## src/assert_macros.svh

```systemverilog
// ----------------------------------------------------------------------------
// assert_macros.svh
// Assertion shorthands used by the RTL. Each macro samples on clk and is
// disabled while rst_n is low. The using module must provide clk and rst_n.
// ----------------------------------------------------------------------------
`ifndef ASSERT_MACROS_SVH
`define ASSERT_MACROS_SVH

// Same-cycle implication.
`define ASSERT_IMPL(label, ante, cons, msg) \
  label: assert property (@(posedge clk) disable iff (!rst_n) (ante) |-> (cons)) \
    else $error(msg);

// Next-cycle implication.
`define ASSERT_NEXT(label, ante, cons, msg) \
  label: assert property (@(posedge clk) disable iff (!rst_n) (ante) |=> (cons)) \
    else $error(msg);

`endif

```

## src/kce_pkg.sv

```systemverilog
// ----------------------------------------------------------------------------
// kce_pkg
// Shared constants and types of the k-combination enumerator.
// ----------------------------------------------------------------------------
`default_nettype none

package kce_pkg;

  localparam int MAX_K      = 8;
  localparam int MAX_N      = 64;
  localparam int ELEM_W     = 6;
  localparam int N_W        = 7;
  localparam int K_W        = 4;
  localparam int K_IDX_W    = $clog2(MAX_K);
  localparam int CFG_IDX_W  = 2;
  localparam int CFG_DATA_W = 7;

  // register indexes
  localparam logic [CFG_IDX_W-1:0] CFG_N_ITEMS = 2'd0;
  localparam logic [CFG_IDX_W-1:0] CFG_K_SIZE  = 2'd1;

  localparam logic [N_W-1:0] N_RESET = 7'd8;
  localparam logic [K_W-1:0] K_RESET = 4'd2;

  typedef logic [ELEM_W-1:0] elem_t;
  typedef elem_t [MAX_K-1:0] combo_t;

  typedef struct packed {
    logic [N_W-1:0] n_eff;   // set size, saturated
    logic [K_W-1:0] k;       // combination size
    logic           valid;   // 1 <= k <= MAX_K and k <= n
  } size_cfg_t;

  typedef struct packed {
    combo_t combo;      // next stored combination
    logic   finished;   // next finished flag
    combo_t elems;      // result slots, zero beyond k
    logic   last;
    logic   exhausted;
  } step_t;

endpackage

`default_nettype wire

```

## src/kce_in_if.sv

```systemverilog
// ----------------------------------------------------------------------------
// kce_in_if
// Input channel: one request per transfer, restart or advance.
// ----------------------------------------------------------------------------
`default_nettype none

interface kce_in_if;
  logic valid;
  logic ready;
  logic restart;

  modport source (output valid, output restart, input ready);
  modport sink   (input valid, input restart, output ready);
endinterface

`default_nettype wire

```

## src/kce_out_if.sv

```systemverilog
// ----------------------------------------------------------------------------
// kce_out_if
// Result channel: one combination per transfer.
// ----------------------------------------------------------------------------
`default_nettype none

interface kce_out_if;
  import kce_pkg::*;
  logic  valid;
  logic  ready;
  elem_t elem_0;
  elem_t elem_1;
  elem_t elem_2;
  elem_t elem_3;
  elem_t elem_4;
  elem_t elem_5;
  elem_t elem_6;
  elem_t elem_7;
  logic  last_combo;
  logic  exhausted;

  modport source (output valid, output elem_0, output elem_1, output elem_2,
                  output elem_3, output elem_4, output elem_5, output elem_6,
                  output elem_7, output last_combo, output exhausted,
                  input ready);
  modport sink   (input valid, input elem_0, input elem_1, input elem_2,
                  input elem_3, input elem_4, input elem_5, input elem_6,
                  input elem_7, input last_combo, input exhausted,
                  output ready);
endinterface

`default_nettype wire

```

## src/kce_cfg_if.sv

```systemverilog
// ----------------------------------------------------------------------------
// kce_cfg_if
// Configuration write channel: register index and write data.
// ----------------------------------------------------------------------------
`default_nettype none

interface kce_cfg_if;
  import kce_pkg::*;
  logic                  valid;
  logic                  ready;
  logic [CFG_IDX_W-1:0]  index;
  logic [CFG_DATA_W-1:0] data;

  modport source (output valid, output index, output data, input ready);
  modport sink   (input valid, input index, input data, output ready);
endinterface

`default_nettype wire

```

## src/kce_cfg_regs.sv

```systemverilog
// ----------------------------------------------------------------------------
// kce_cfg_regs
// Holds n_items and k_size, derives the effective sizes and their validity.
// ----------------------------------------------------------------------------
`default_nettype none

module kce_cfg_regs (
  input  logic               clk,
  input  logic               rst_n,
  kce_cfg_if.sink            cfg_ch,
  output kce_pkg::size_cfg_t size,
  output logic               seq_clr   // a known register was written
);
  import kce_pkg::*;

  logic [N_W-1:0] n_r;
  logic [K_W-1:0] k_r;
  logic           wr;

  assign cfg_ch.ready = 1'b1;
  assign wr           = cfg_ch.valid;

  always_ff @(posedge clk) begin
    if (!rst_n) begin
      n_r <= N_RESET;
      k_r <= K_RESET;
    end else if (wr) begin
      case (cfg_ch.index)
        CFG_N_ITEMS: n_r <= cfg_ch.data[N_W-1:0];
        CFG_K_SIZE:  k_r <= cfg_ch.data[K_W-1:0];
        default: ;
      endcase
    end
  end

  always_comb begin
    seq_clr = wr && ((cfg_ch.index == CFG_N_ITEMS) || (cfg_ch.index == CFG_K_SIZE));
    size.n_eff = (n_r > N_W'(MAX_N)) ? N_W'(MAX_N) : n_r;
    size.k     = k_r;
    size.valid = (k_r != '0) && (k_r <= K_W'(MAX_K)) && (N_W'(k_r) <= size.n_eff);
  end

endmodule

`default_nettype wire

```

## src/kce_succ.sv

```systemverilog
// ----------------------------------------------------------------------------
// kce_succ
// One enumeration step: first combination or lexicographic successor.
// ----------------------------------------------------------------------------
`default_nettype none

module kce_succ (
  input  logic               restart,
  input  logic               started,
  input  logic               finished,
  input  kce_pkg::combo_t    combo,
  input  kce_pkg::size_cfg_t size,
  output kce_pkg::step_t     step
);
  import kce_pkg::*;

  logic               first;
  logic [N_W-1:0]     span;      // n - k, value of slot 0 in the final combination
  logic [MAX_K-1:0]   in_k;
  logic [MAX_K-1:0]   grow;
  logic               found;
  logic [K_IDX_W-1:0] piv_idx;
  elem_t              piv_inc;
  combo_t             adv;
  combo_t             init;
  combo_t             nxt;
  logic               exh;

  always_comb begin
    first = restart || !started;
    span  = size.n_eff - N_W'(size.k);

    for (int i = 0; i < MAX_K; i++) begin
      in_k[i] = K_W'(i) < size.k;
      grow[i] = in_k[i] && ({1'b0, combo[i]} < (span + N_W'(i)));
      init[i] = (size.valid && in_k[i]) ? ELEM_W'(i) : '0;
    end

    // rightmost slot that can still grow
    found   = 1'b0;
    piv_idx = '0;
    for (int i = 0; i < MAX_K; i++) begin
      if (grow[i]) begin
        found   = 1'b1;
        piv_idx = K_IDX_W'(i);
      end
    end

    piv_inc = combo[piv_idx] + ELEM_W'(1);
    for (int i = 0; i < MAX_K; i++) begin
      if (in_k[i] && (K_IDX_W'(i) >= piv_idx)) begin
        adv[i] = piv_inc + ELEM_W'(i) - ELEM_W'(piv_idx);
      end else begin
        adv[i] = combo[i];
      end
    end

    if (first) begin
      nxt           = init;
      step.finished = !size.valid;
      exh           = !size.valid;
    end else if (finished || !size.valid || !found) begin
      nxt           = combo;
      step.finished = 1'b1;
      exh           = 1'b1;
    end else begin
      nxt           = adv;
      step.finished = 1'b0;
      exh           = 1'b0;
    end

    step.combo     = nxt;
    step.exhausted = exh;
    step.last      = !exh && ({1'b0, nxt[0]} == span);
    for (int j = 0; j < MAX_K; j++) begin
      step.elems[j] = (!exh && in_k[j]) ? nxt[j] : '0;
    end
  end

endmodule

`default_nettype wire

```

## src/k_combination_enumerator.sv

```systemverilog
// ----------------------------------------------------------------------------
// k_combination_enumerator
// Lexicographic k-subset generator over {0..n-1}, one combination per request.
// ----------------------------------------------------------------------------
// A restart request returns 0,1,..,k-1; any other request returns the next
// k-subset in lexicographic order, with slots at or beyond k reading zero and
// last_combo marking the final subset. Once the sequence is done, or when the
// sizes are unusable (k of zero, above 8, or above n; n saturates at 64), the
// result reads exhausted with all slots zero. A request before any restart
// behaves as a restart, and writing n_items or k_size starts a new sequence
// on the next request. Write configuration only while no request is in
// flight. Throughput is one request per cycle unless out_ch.ready is low; a
// request moves from the input register through the successor logic into the
// result register. The successor step (parallel slot compare, rightmost-pivot
// pick and refill) sits between those two registers and sets the clock period.
// Configuration writes are always taken (cfg_ch.ready is tied high).
// ----------------------------------------------------------------------------
`default_nettype none
`include "assert_macros.svh"

module k_combination_enumerator (
  input  logic     clk,
  input  logic     rst_n,
  kce_in_if.sink   in_ch,
  kce_out_if.source out_ch,
  kce_cfg_if.sink  cfg_ch
);
  import kce_pkg::*;

  size_cfg_t size;
  logic      seq_clr;
  step_t     step;

  // input register
  logic in_v_r, in_v_nxt;
  logic in_restart_r;

  // enumeration state
  logic   started_r, started_nxt;
  logic   finished_r, finished_nxt;
  combo_t combo_r, combo_nxt;

  // result register
  logic   out_v_r, out_v_nxt;
  combo_t out_elems_r;
  logic   out_last_r;
  logic   out_exh_r;

  logic advance;   // input register moves into the result register
  logic first;
  logic exh_clean; // result slots and last flag all zero
  logic fin_adv;   // advance request on a finished sequence

  kce_cfg_regs u_cfg (
    .clk     (clk),
    .rst_n   (rst_n),
    .cfg_ch  (cfg_ch),
    .size    (size),
    .seq_clr (seq_clr)
  );

  kce_succ u_succ (
    .restart  (in_restart_r),
    .started  (started_r),
    .finished (finished_r),
    .combo    (combo_r),
    .size     (size),
    .step     (step)
  );

  // the result slot frees up on the same cycle it is taken
  assign advance     = in_v_r && (!out_v_r || out_ch.ready);
  assign in_ch.ready = !in_v_r || advance;
  assign first       = in_restart_r || !started_r;
  assign exh_clean   = (out_elems_r == '0) && !out_last_r;
  assign fin_adv     = advance && !first && finished_r && !seq_clr;

  always_comb begin
    in_v_nxt = in_ch.valid || (in_v_r && !advance);
    out_v_nxt = advance || (out_v_r && !out_ch.ready);

    started_nxt  = started_r;
    finished_nxt = finished_r;
    combo_nxt    = combo_r;
    if (seq_clr) begin
      // new sizes: next request opens a fresh sequence
      started_nxt  = 1'b0;
      finished_nxt = 1'b0;
    end else if (advance) begin
      started_nxt  = 1'b1;
      finished_nxt = step.finished;
      combo_nxt    = step.combo;
    end
  end

  always_ff @(posedge clk) begin
    if (!rst_n) begin
      in_v_r     <= 1'b0;
      out_v_r    <= 1'b0;
      started_r  <= 1'b0;
      finished_r <= 1'b0;
      combo_r    <= '0;
    end else begin
      in_v_r     <= in_v_nxt;
      out_v_r    <= out_v_nxt;
      started_r  <= started_nxt;
      finished_r <= finished_nxt;
      combo_r    <= combo_nxt;
    end
  end

  // payload registers, no reset
  always_ff @(posedge clk) begin
    if (in_ch.valid && in_ch.ready) begin
      in_restart_r <= in_ch.restart;
    end
    if (advance) begin
      out_elems_r <= step.elems;
      out_last_r  <= step.last;
      out_exh_r   <= step.exhausted;
    end
  end

  assign out_ch.valid      = out_v_r;
  assign out_ch.elem_0     = out_elems_r[0];
  assign out_ch.elem_1     = out_elems_r[1];
  assign out_ch.elem_2     = out_elems_r[2];
  assign out_ch.elem_3     = out_elems_r[3];
  assign out_ch.elem_4     = out_elems_r[4];
  assign out_ch.elem_5     = out_elems_r[5];
  assign out_ch.elem_6     = out_elems_r[6];
  assign out_ch.elem_7     = out_elems_r[7];
  assign out_ch.last_combo = out_last_r;
  assign out_ch.exhausted  = out_exh_r;

  // exhausted results carry no combination
  `ASSERT_IMPL(a_exh_zero, out_v_r && out_exh_r, exh_clean, "exhausted result carries data")

  // a finished sequence stays exhausted until restarted
  `ASSERT_NEXT(a_fin_sticky, fin_adv, out_exh_r && finished_r, "finished sequence advanced")

  // a blocked request is held in the input register
  `ASSERT_NEXT(a_in_hold, in_v_r && !advance, in_v_r, "pending request dropped")

  // sequence state is only cleared by a register write or by reset
  `ASSERT_IMPL(a_start_clr, $fell(started_r), $past(seq_clr || !rst_n), "stray sequence clear")

endmodule

`default_nettype wire
```

## src/flat_wrapper.sv

```systemverilog
// flat-port wrapper written by rule: the top's interface ports become plain ports
module k_combination_enumerator_flat import kce_pkg::*;
  (clk, rst_n, in_ch_valid, in_ch_restart, in_ch_ready, out_ch_valid, out_ch_elem_0, out_ch_elem_1, out_ch_elem_2, out_ch_elem_3, out_ch_elem_4, out_ch_elem_5, out_ch_elem_6, out_ch_elem_7, out_ch_last_combo, out_ch_exhausted, out_ch_ready, cfg_ch_valid, cfg_ch_index, cfg_ch_data, cfg_ch_ready);
  kce_in_if in_ch_i ();
  kce_out_if out_ch_i ();
  kce_cfg_if cfg_ch_i ();
  input  logic clk;
  input  logic rst_n;
  input wire logic [$bits(in_ch_i.valid)-1:0] in_ch_valid;
  input wire logic [$bits(in_ch_i.restart)-1:0] in_ch_restart;
  output wire logic [$bits(in_ch_i.ready)-1:0] in_ch_ready;
  output wire logic [$bits(out_ch_i.valid)-1:0] out_ch_valid;
  output wire logic [$bits(out_ch_i.elem_0)-1:0] out_ch_elem_0;
  output wire logic [$bits(out_ch_i.elem_1)-1:0] out_ch_elem_1;
  output wire logic [$bits(out_ch_i.elem_2)-1:0] out_ch_elem_2;
  output wire logic [$bits(out_ch_i.elem_3)-1:0] out_ch_elem_3;
  output wire logic [$bits(out_ch_i.elem_4)-1:0] out_ch_elem_4;
  output wire logic [$bits(out_ch_i.elem_5)-1:0] out_ch_elem_5;
  output wire logic [$bits(out_ch_i.elem_6)-1:0] out_ch_elem_6;
  output wire logic [$bits(out_ch_i.elem_7)-1:0] out_ch_elem_7;
  output wire logic [$bits(out_ch_i.last_combo)-1:0] out_ch_last_combo;
  output wire logic [$bits(out_ch_i.exhausted)-1:0] out_ch_exhausted;
  input wire logic [$bits(out_ch_i.ready)-1:0] out_ch_ready;
  input wire logic [$bits(cfg_ch_i.valid)-1:0] cfg_ch_valid;
  input wire logic [$bits(cfg_ch_i.index)-1:0] cfg_ch_index;
  input wire logic [$bits(cfg_ch_i.data)-1:0] cfg_ch_data;
  output wire logic [$bits(cfg_ch_i.ready)-1:0] cfg_ch_ready;
  assign in_ch_i.valid = in_ch_valid;
  assign in_ch_i.restart = in_ch_restart;
  assign in_ch_ready = in_ch_i.ready;
  assign out_ch_valid = out_ch_i.valid;
  assign out_ch_elem_0 = out_ch_i.elem_0;
  assign out_ch_elem_1 = out_ch_i.elem_1;
  assign out_ch_elem_2 = out_ch_i.elem_2;
  assign out_ch_elem_3 = out_ch_i.elem_3;
  assign out_ch_elem_4 = out_ch_i.elem_4;
  assign out_ch_elem_5 = out_ch_i.elem_5;
  assign out_ch_elem_6 = out_ch_i.elem_6;
  assign out_ch_elem_7 = out_ch_i.elem_7;
  assign out_ch_last_combo = out_ch_i.last_combo;
  assign out_ch_exhausted = out_ch_i.exhausted;
  assign out_ch_i.ready = out_ch_ready;
  assign cfg_ch_i.valid = cfg_ch_valid;
  assign cfg_ch_i.index = cfg_ch_index;
  assign cfg_ch_i.data = cfg_ch_data;
  assign cfg_ch_ready = cfg_ch_i.ready;
  k_combination_enumerator u_core (.clk(clk), .rst_n(rst_n), .in_ch(in_ch_i), .out_ch(out_ch_i), .cfg_ch(cfg_ch_i));
endmodule
```

## config.mk

```make
export PLATFORM = sky130hd
export DESIGN_NAME = k_combination_enumerator_flat
export DESIGN_NICKNAME = d
export VERILOG_FILES = /design/src/kce_pkg.sv /design/src/kce_in_if.sv /design/src/kce_out_if.sv /design/src/kce_cfg_if.sv /design/src/kce_cfg_regs.sv /design/src/kce_succ.sv /design/src/k_combination_enumerator.sv /design/src/flat_wrapper.sv
export VERILOG_INCLUDE_DIRS = /design/src /design/src/src
export SDC_FILE = /design/constraint.sdc
export NUM_CORES = 1
export LEC_CHECK = 0
export ABC_AREA = 1
export BUFFER_PORTS_ARGS = -buffer_cell sky130_fd_sc_hd__buf_4
export CORE_ASPECT_RATIO = 1.4
export CORE_UTILIZATION = 50
export DETAILED_ROUTE_END_ITERATION = 6
export PLACE_DENSITY_LB_ADDON = 0.12
export RECOVER_POWER = 50
export SLEW_MARGIN = 15
export SYNTH_ARGS = -nofsm -noshare
export SYNTH_HDL_FRONTEND = slang
export SYNTH_SLANG_ARGS = --single-unit
export TNS_END_PERCENT = 50
```

## constraint.sdc

```tcl
create_clock -name clk -period 8.1 [get_ports clk]
set_clock_uncertainty 0.05 [all_clocks]
set_input_delay 0.81 -clock clk [delete_from_list [all_inputs] [get_ports clk]]
set_output_delay 0.81 -clock clk [all_outputs]
set_load 0.05 [all_outputs]
```

# == Word level (Yosys, flattened, before mapping) ==
# Index checks and enable logic that the tools add are counted.
# word_totals
reg_bits,114
wordCells,179
output_inout_bits,53
# op_classes
n_addsub,24
magnitude_cmp,28
n_mux,37
bitwise_logic,2
n_eq_ne,2
n_reduce_logical,61
# op_table
operator,n
two-way mux 48 bit,2
< comparator 6 x 7 -> 1 bit,8
two-way mux 6 bit,9
subtractor 6 x 3 -> 6 bit,8
logical AND 1 bit,39
two-way mux 3 bit,10
"adder 7 x 3 -> 7 bit, second input constant",4
"adder 6 x 3 -> 6 bit, second input constant",4
binary-select mux 6 bit (select 3 bit),1
"< comparator 3 x 4 -> 1 bit, first input constant",4
"adder 7 x 2 -> 7 bit, second input constant",2
"adder 6 x 1 -> 6 bit, second input constant",2
"adder 6 x 2 -> 6 bit, second input constant",2
"greater-or-equal comparator 3 bit, first input constant",4
two-way mux 1 bit,12
logical NOT 1 bit,8
logical OR 1 bit,8
"< comparator 1 x 4 -> 1 bit, first input constant",2
"< comparator 2 x 4 -> 1 bit, first input constant",2
"adder 7 x 1 -> 7 bit, second input constant",1
== test 6 x 7 -> 1 bit,1
"> comparator 7 bit, second input constant",1
less-or-equal comparator 4 x 7 -> 1 bit,1
two-way mux 7 bit,1
other kinds (12),18

# == Depth between registers and ports, before layout ==
# logic_depth
word_depth,23
depth_mapped,49
depth_no_buf,48

# == Cells and area by module ==
# Synthesis repeated with hierarchy kept, for this count alone.
# hier_totals
hier_cells,1444
area_unflattened_um2,9934.5
# by_module_without_submodules
module,area_each_um2,instances,cells_per_inst,seq_area_each_um2
kce_succ,5073.6,1,871,0.0
k_combination_enumerator,4177.8,1,484,2572.5
kce_cfg_regs,683.2,1,89,220.2

# == Worst setup path before layout ==
# Ideal clock, no wire load.
# synth_path
path_kind,flip-flop to flip-flop
start,reg u_core.u_cfg.n_r[5]
end,"reg u_core.out_elems_r (netlist bit u_core.out_ch.elem_1[4]), data pin"
t_arrival_ns,6.193
setup_time_ns,0.267
stages_incl_launch_ff,42
path_buffers,1
setup_slack_ns,1.590
path_cell_list,dfxtp_1 > nor2_1 > nand3_1 > nand2_1 > inv_1 > nor2_1 > fa_1 > nand2_1 > inv_1 > nor2_2 > inv_1 > ha_1 > nand2_1 > nand2_1 > xor2_1 > ha_1 > a21oi_1 > nor2_1 > [6 not listed] > nand2_4 > buf_4 > nand2_1 > nand3_1 > nand2_1 > nor2_8 > ha_1 > xor2_1 > inv_1 > ha_1 > inv_1 > ha_1 > or2_2 > o21ai_0 > xor2_1 > a21oi_1 > o21ai_0 > nor2_1
# synth_via
elab_chain_cells,21
elab_cells_between_ends,61
classes_between,add/sub (11); order compare (11); mux (23); reduce/logical (16)
# synth_lines
item,line,text
start: declaration,kce_cfg_regs.sv:16,logic [N_W-1:0] n_r;
start signal: assignment,kce_cfg_regs.sv:29,CFG_N_ITEMS: n_r <= cfg_ch.data[N_W-1:0];
> comparator 7 bit,kce_cfg_regs.sv:38,size.n_eff = (n_r > N_W'(MAX_N)) ? N_W'(MAX_N) : n_r;
two-way mux 7 bit (*),kce_cfg_regs.sv:38,
subtractor 7 x 4 -> 7 bit,kce_succ.sv:31,span = size.n_eff - N_W'(size.k);
adder 7 x 1 -> 7 bit,kce_succ.sv:35,"grow[i] = in_k[i] && ({1'b0, combo[i]} < (span + N_W'(i)));"
< comparator 6 x 7 -> 1 bit,kce_succ.sv:35,
logical AND 1 bit,kce_succ.sv:35,
two-way mux 1 bit,kce_succ.sv:43,if (grow[i]) begin
two-way mux 3 bit (6 in series),kce_succ.sv:43,
binary-select mux 6 bit (select 3 bit),kce_succ.sv:49,piv_inc = combo[piv_idx] + ELEM_W'(1);
two-way mux 6 bit (implied by the code),kce_succ.sv:49,
adder 6 x 1 -> 6 bit,kce_succ.sv:49,
adder 6 x 1 -> 6 bit,kce_succ.sv:52,adv[i] = piv_inc + ELEM_W'(i) - ELEM_W'(piv_idx);
subtractor 6 x 3 -> 6 bit,kce_succ.sv:52,
two-way mux 6 bit,kce_succ.sv:51,if (in_k[i] && (K_IDX_W'(i) >= piv_idx)) begin
two-way mux 48 bit,kce_succ.sv:62,end else if (finished || !size.valid || !found) begin
two-way mux 48 bit,kce_succ.sv:58,if (first) begin
end signal: assignment,k_combination_enumerator.sv:118,out_elems_r <= step.elems;
end: declaration,k_combination_enumerator.sv:45,combo_t out_elems_r;
# Every way passes the cells marked *; elsewhere a longest branch is shown, timed or not. The select of a mux whose other input is x is not followed.
# A chain may end at the register's enable or synchronous reset.

# == Worst setup path after layout ==
# Same ends and word-level chain as after synthesis.

==> results.md <==
- Final hold violation count: 0
- Sequential element share of the synthesized area: 32.6%
- Area of the mapped netlist: 8570 um2
- # DRC: 0
- Fraction of final layout cells with drive strength greater than 1: 10.9%
- Cell count of the worst reg-to-reg path: 38
- Commonest cells after routing, fill and taps aside: nand2_1 (209), inv_1 (118), nor2_1 (115), nand3_1 (88), o21ai_0 (88)
- Post-Syn Instances: 1,132
- Ports: 68
- H-tree lvl count: 4
- Hold-fix buffers at CTS: 0
- Unrepaired setup endpoints after global routing: no
- Clock insertion delay at the later pin of the skew report: 0.43 ns
- Origin of the critical flop-to-flop path: u_core.u_cfg.n_r[5]
- Clock slew seen by the registers of the worst setup and hold paths: 0.06 ns
- Pwr/cell area: 321 nW/um2
- Post-synth top area share: 17.9%
- Failing checks: max-capacitance violations, max-slew violations
- Number of warnings issued by yosys: 0
- DP Wirelength: 19.6 mm
- Run status: finished with violations
- Worst hold path class: reg2reg
- Minimum clock period: 7.47 ns
- Largest net degree at the start of global routing: 97
- End point of the most critical hold path: u_core.u_cfg.n_r[2]
- Mean post-synth cell area: 7.57 um2
- Static Leak: 4.24 nW
- Layout Cell Area excl Fill: 9660 um2
- Achievable Freq: 0.134 GHz
- Initial Util: 51.2%
- Clock tree from TritonCTS: yes
- Violation count after the first detailed-route iteration: 537
- Endpoint kind of the worst setup timing path: flip-flop
- Final #Nets: 1,282
- Placed Instance Area: 9170 um2
- Library cell contributing the largest single delay on the critical path: fa_1
- Final total negative setup slack: 0 ns
- Initial antenna violation count: 0
- Per-cell via count in the routed design: 5.69
- Arr. time, crit path: 7.58 ns
- Synth area leader: edfxtp_1
- Max-capacitance violation count: 2
- Area of the die: 17,700 um2
- Post-detailed-route wirelength per cell: 18.3 um
- Width of the die: 113 um
- Share of the cycle needed by the critical path after routing: 92.2%
- TritonCTS sink count: 114
- Antenna fix cells: 0
- Most prevalent standard cell on the critical path: nand2_1
- Biggest area contributors in the synthesized netlist: edfxtp_1 (18%), dfxtp_1 (15%), ha_1 (11%)
- Number of setup violations in the final report: 0
- Worst setup margin: 0.628 ns
- Minimum setup slack among reg-to-reg paths: 0.63 ns
- Max rail drop VDD: 183 uV
- DRT Wirelength: 25.6 mm
- Port-buffer cells: 66
- Row count: 56
- Number of setup buffers added after CTS: 0
- Library cells used by synthesis: 50
- Resized cells post-CTS: 0
- Capture point of the worst reg-to-reg path: u_core.out_ch.elem_1[4]
- Delay of the slowest cell on the worst path: 0.60 ns
- First-pass detailed-route iteration total: 6
- Area growth, synth to finish: 12.8%
- Final ANT Viol Nets: 0
- Core region area: 16,700 um2
- Overall routing resource usage: 30.0%
- Slew headroom: -64.0%
- Setup CP Type: reg2reg
- Instance count along the most critical hold path: 2
- Worst-margin pin slew: 2.46 ns
- Vias in the first global route: 7,467
- Largest driver fanout on the critical path: 23
- Weighted congestion reported at the end of routability-driven placement: 1.01
- Count of pins over their slew limit: 113
- Synthesis-stage register bit count: 114
- Leading cell type in the layout, fill and taps excluded: nand2_1
- Required time of the critical path: 8.21 ns
- Number of nets produced by synthesis: 1,231
- Type of element launching the critical path: flip-flop
- First-pass GRT wire length: 39.6 mm
- Routed via count: 7,966
- Clock root buffer: clkbuf_16
- Hold path startpoint: u_core.u_cfg.n_r[2]
- Total gr overflow: 0
- Placement-stage worst setup slack: 0.712 ns
- Floorplan die height: 157 um
- TritonCTS buffer count: 17
- Largest buffer count on any clock path: 2
cells in the mapped netlist (all sizes together):
library cell and number:
nand4 5, clkinv 6, nand3b 2, dfxtp 63, xnor2 5, a21o 2
buf 14, o211ai 36, nor2 130, xor2 33, maj3 1, o21a 1
inv 125, clkbuf 27, a21boi 3, conb 1, a22oi 1, nor3 1
nand3 98, or2 13, o31ai 1, fa 10, o21bai 5, ha 74
edfxtp 51, o21ai 91, a31oi 7, and2 1, a21oi 86, a211oi 1
nand2 238
report_power, final:
part           leakage (nW)  total [mW]  internal (mW)  switching, mW
Clock                 0.332       0.893          0.590          0.303
Combinational          2.89        1.55          0.485           1.06
Sequential             1.02       0.662          0.632         0.0308
Total                  4.24        3.10           1.71           1.39
metal layers:
layer  GRT usage [%]  vias up  routed length [um]
li1                -     3868                   -
met1            33.7     3681               10100
met2            53.4      322               12700
met3            4.62       95                1380
met4            18.3        0                1440
met5               0        -                   0
worst max-delay path, delay by kind of cell, from the launching register on:
kind            cells  cell delay [ns]
buf+inv             6             0.94
fa+ha+maj           6             2.01
xor+xnor            3             0.68
simple gates       18             2.45
compound gates      5             0.68
flops               1             0.33
through the flow:
stage | total power [mW] | instances | hold slack [ns] | util, %
final | 3.10 | 1399 | 0.424 | 57.7
after global routing | 3.26 | 1399 | 0.441 | 57.7
after CTS | 3.09 | 1399 | 0.427 | 58.9
after detailed placement | 2.20 | 1367 | 0.418 | 54.8
after global placement | 2.19 | 1367 | 0.410 | 54.8
after floorplan | 1.76 | 1132 | 0.392 | -
state kept, by name (all words and copies together), names as in the netlist, 4 cells and up:
| name | flops |
|---|---|
| u_core.out_ch.elem_3 | 6 |
| u_core.out_ch.elem_5 | 6 |
| u_core.out_ch.elem_0 | 6 |
| u_core.out_ch.elem_6 | 6 |
| u_core.out_ch.elem_7 | 6 |
| u_core.out_ch.elem_2 | 6 |
| u_core.out_ch.elem_4 | 6 |
| u_core.u_cfg.n_r | 7 |
| u_core.out_ch.elem_1 | 6 |
| u_core.u_cfg.k_r | 4 |
| u_core.combo_r | 48 |
cell type report:
class / instances / area (um2)
Inverter: 131 / 492
Clock buffer: 18 / 439
Clock inverter: 14 / 249
Fill cell: 1619 / 7080
Sequential cell: 114 / 2790
Timing Repair Buffer: 73 / 353
Tap cell: 203 / 254
Multi-Input combinational cell: 846 / 5080
how the worst max path moves through the flow:
stage	startpoint	end	slack, ns	cells past startpoint
after floorplan	u_core.u_cfg.n_r[5]	u_core.out_ch.elem_1[4]	1.59	41
final	u_core.u_cfg.n_r[5]	u_core.out_ch.elem_1[4]	0.63	38
after global placement	u_core.u_cfg.n_r[6]	u_core.out_ch.elem_1[4]	0.81	37
after global routing	u_core.u_cfg.n_r[5]	u_core.out_ch.elem_1[4]	0.01	40
after CTS	u_core.u_cfg.n_r[2]	u_core.out_ch.elem_1[4]	0.69	38
after detailed placement	u_core.u_cfg.n_r[6]	u_core.out_ch.elem_1[4]	0.71	37
logic make-up after synthesis:
group | synth area share (%)
compound gates | 15.5
xor+xnor | 3.88
fa+ha+maj | 13.3
buf+inv | 8.18
flops | 32.6
other cells | 0.0438
simple gates | 26.6
No activity file was read; power rests on OpenSTA's default activity.
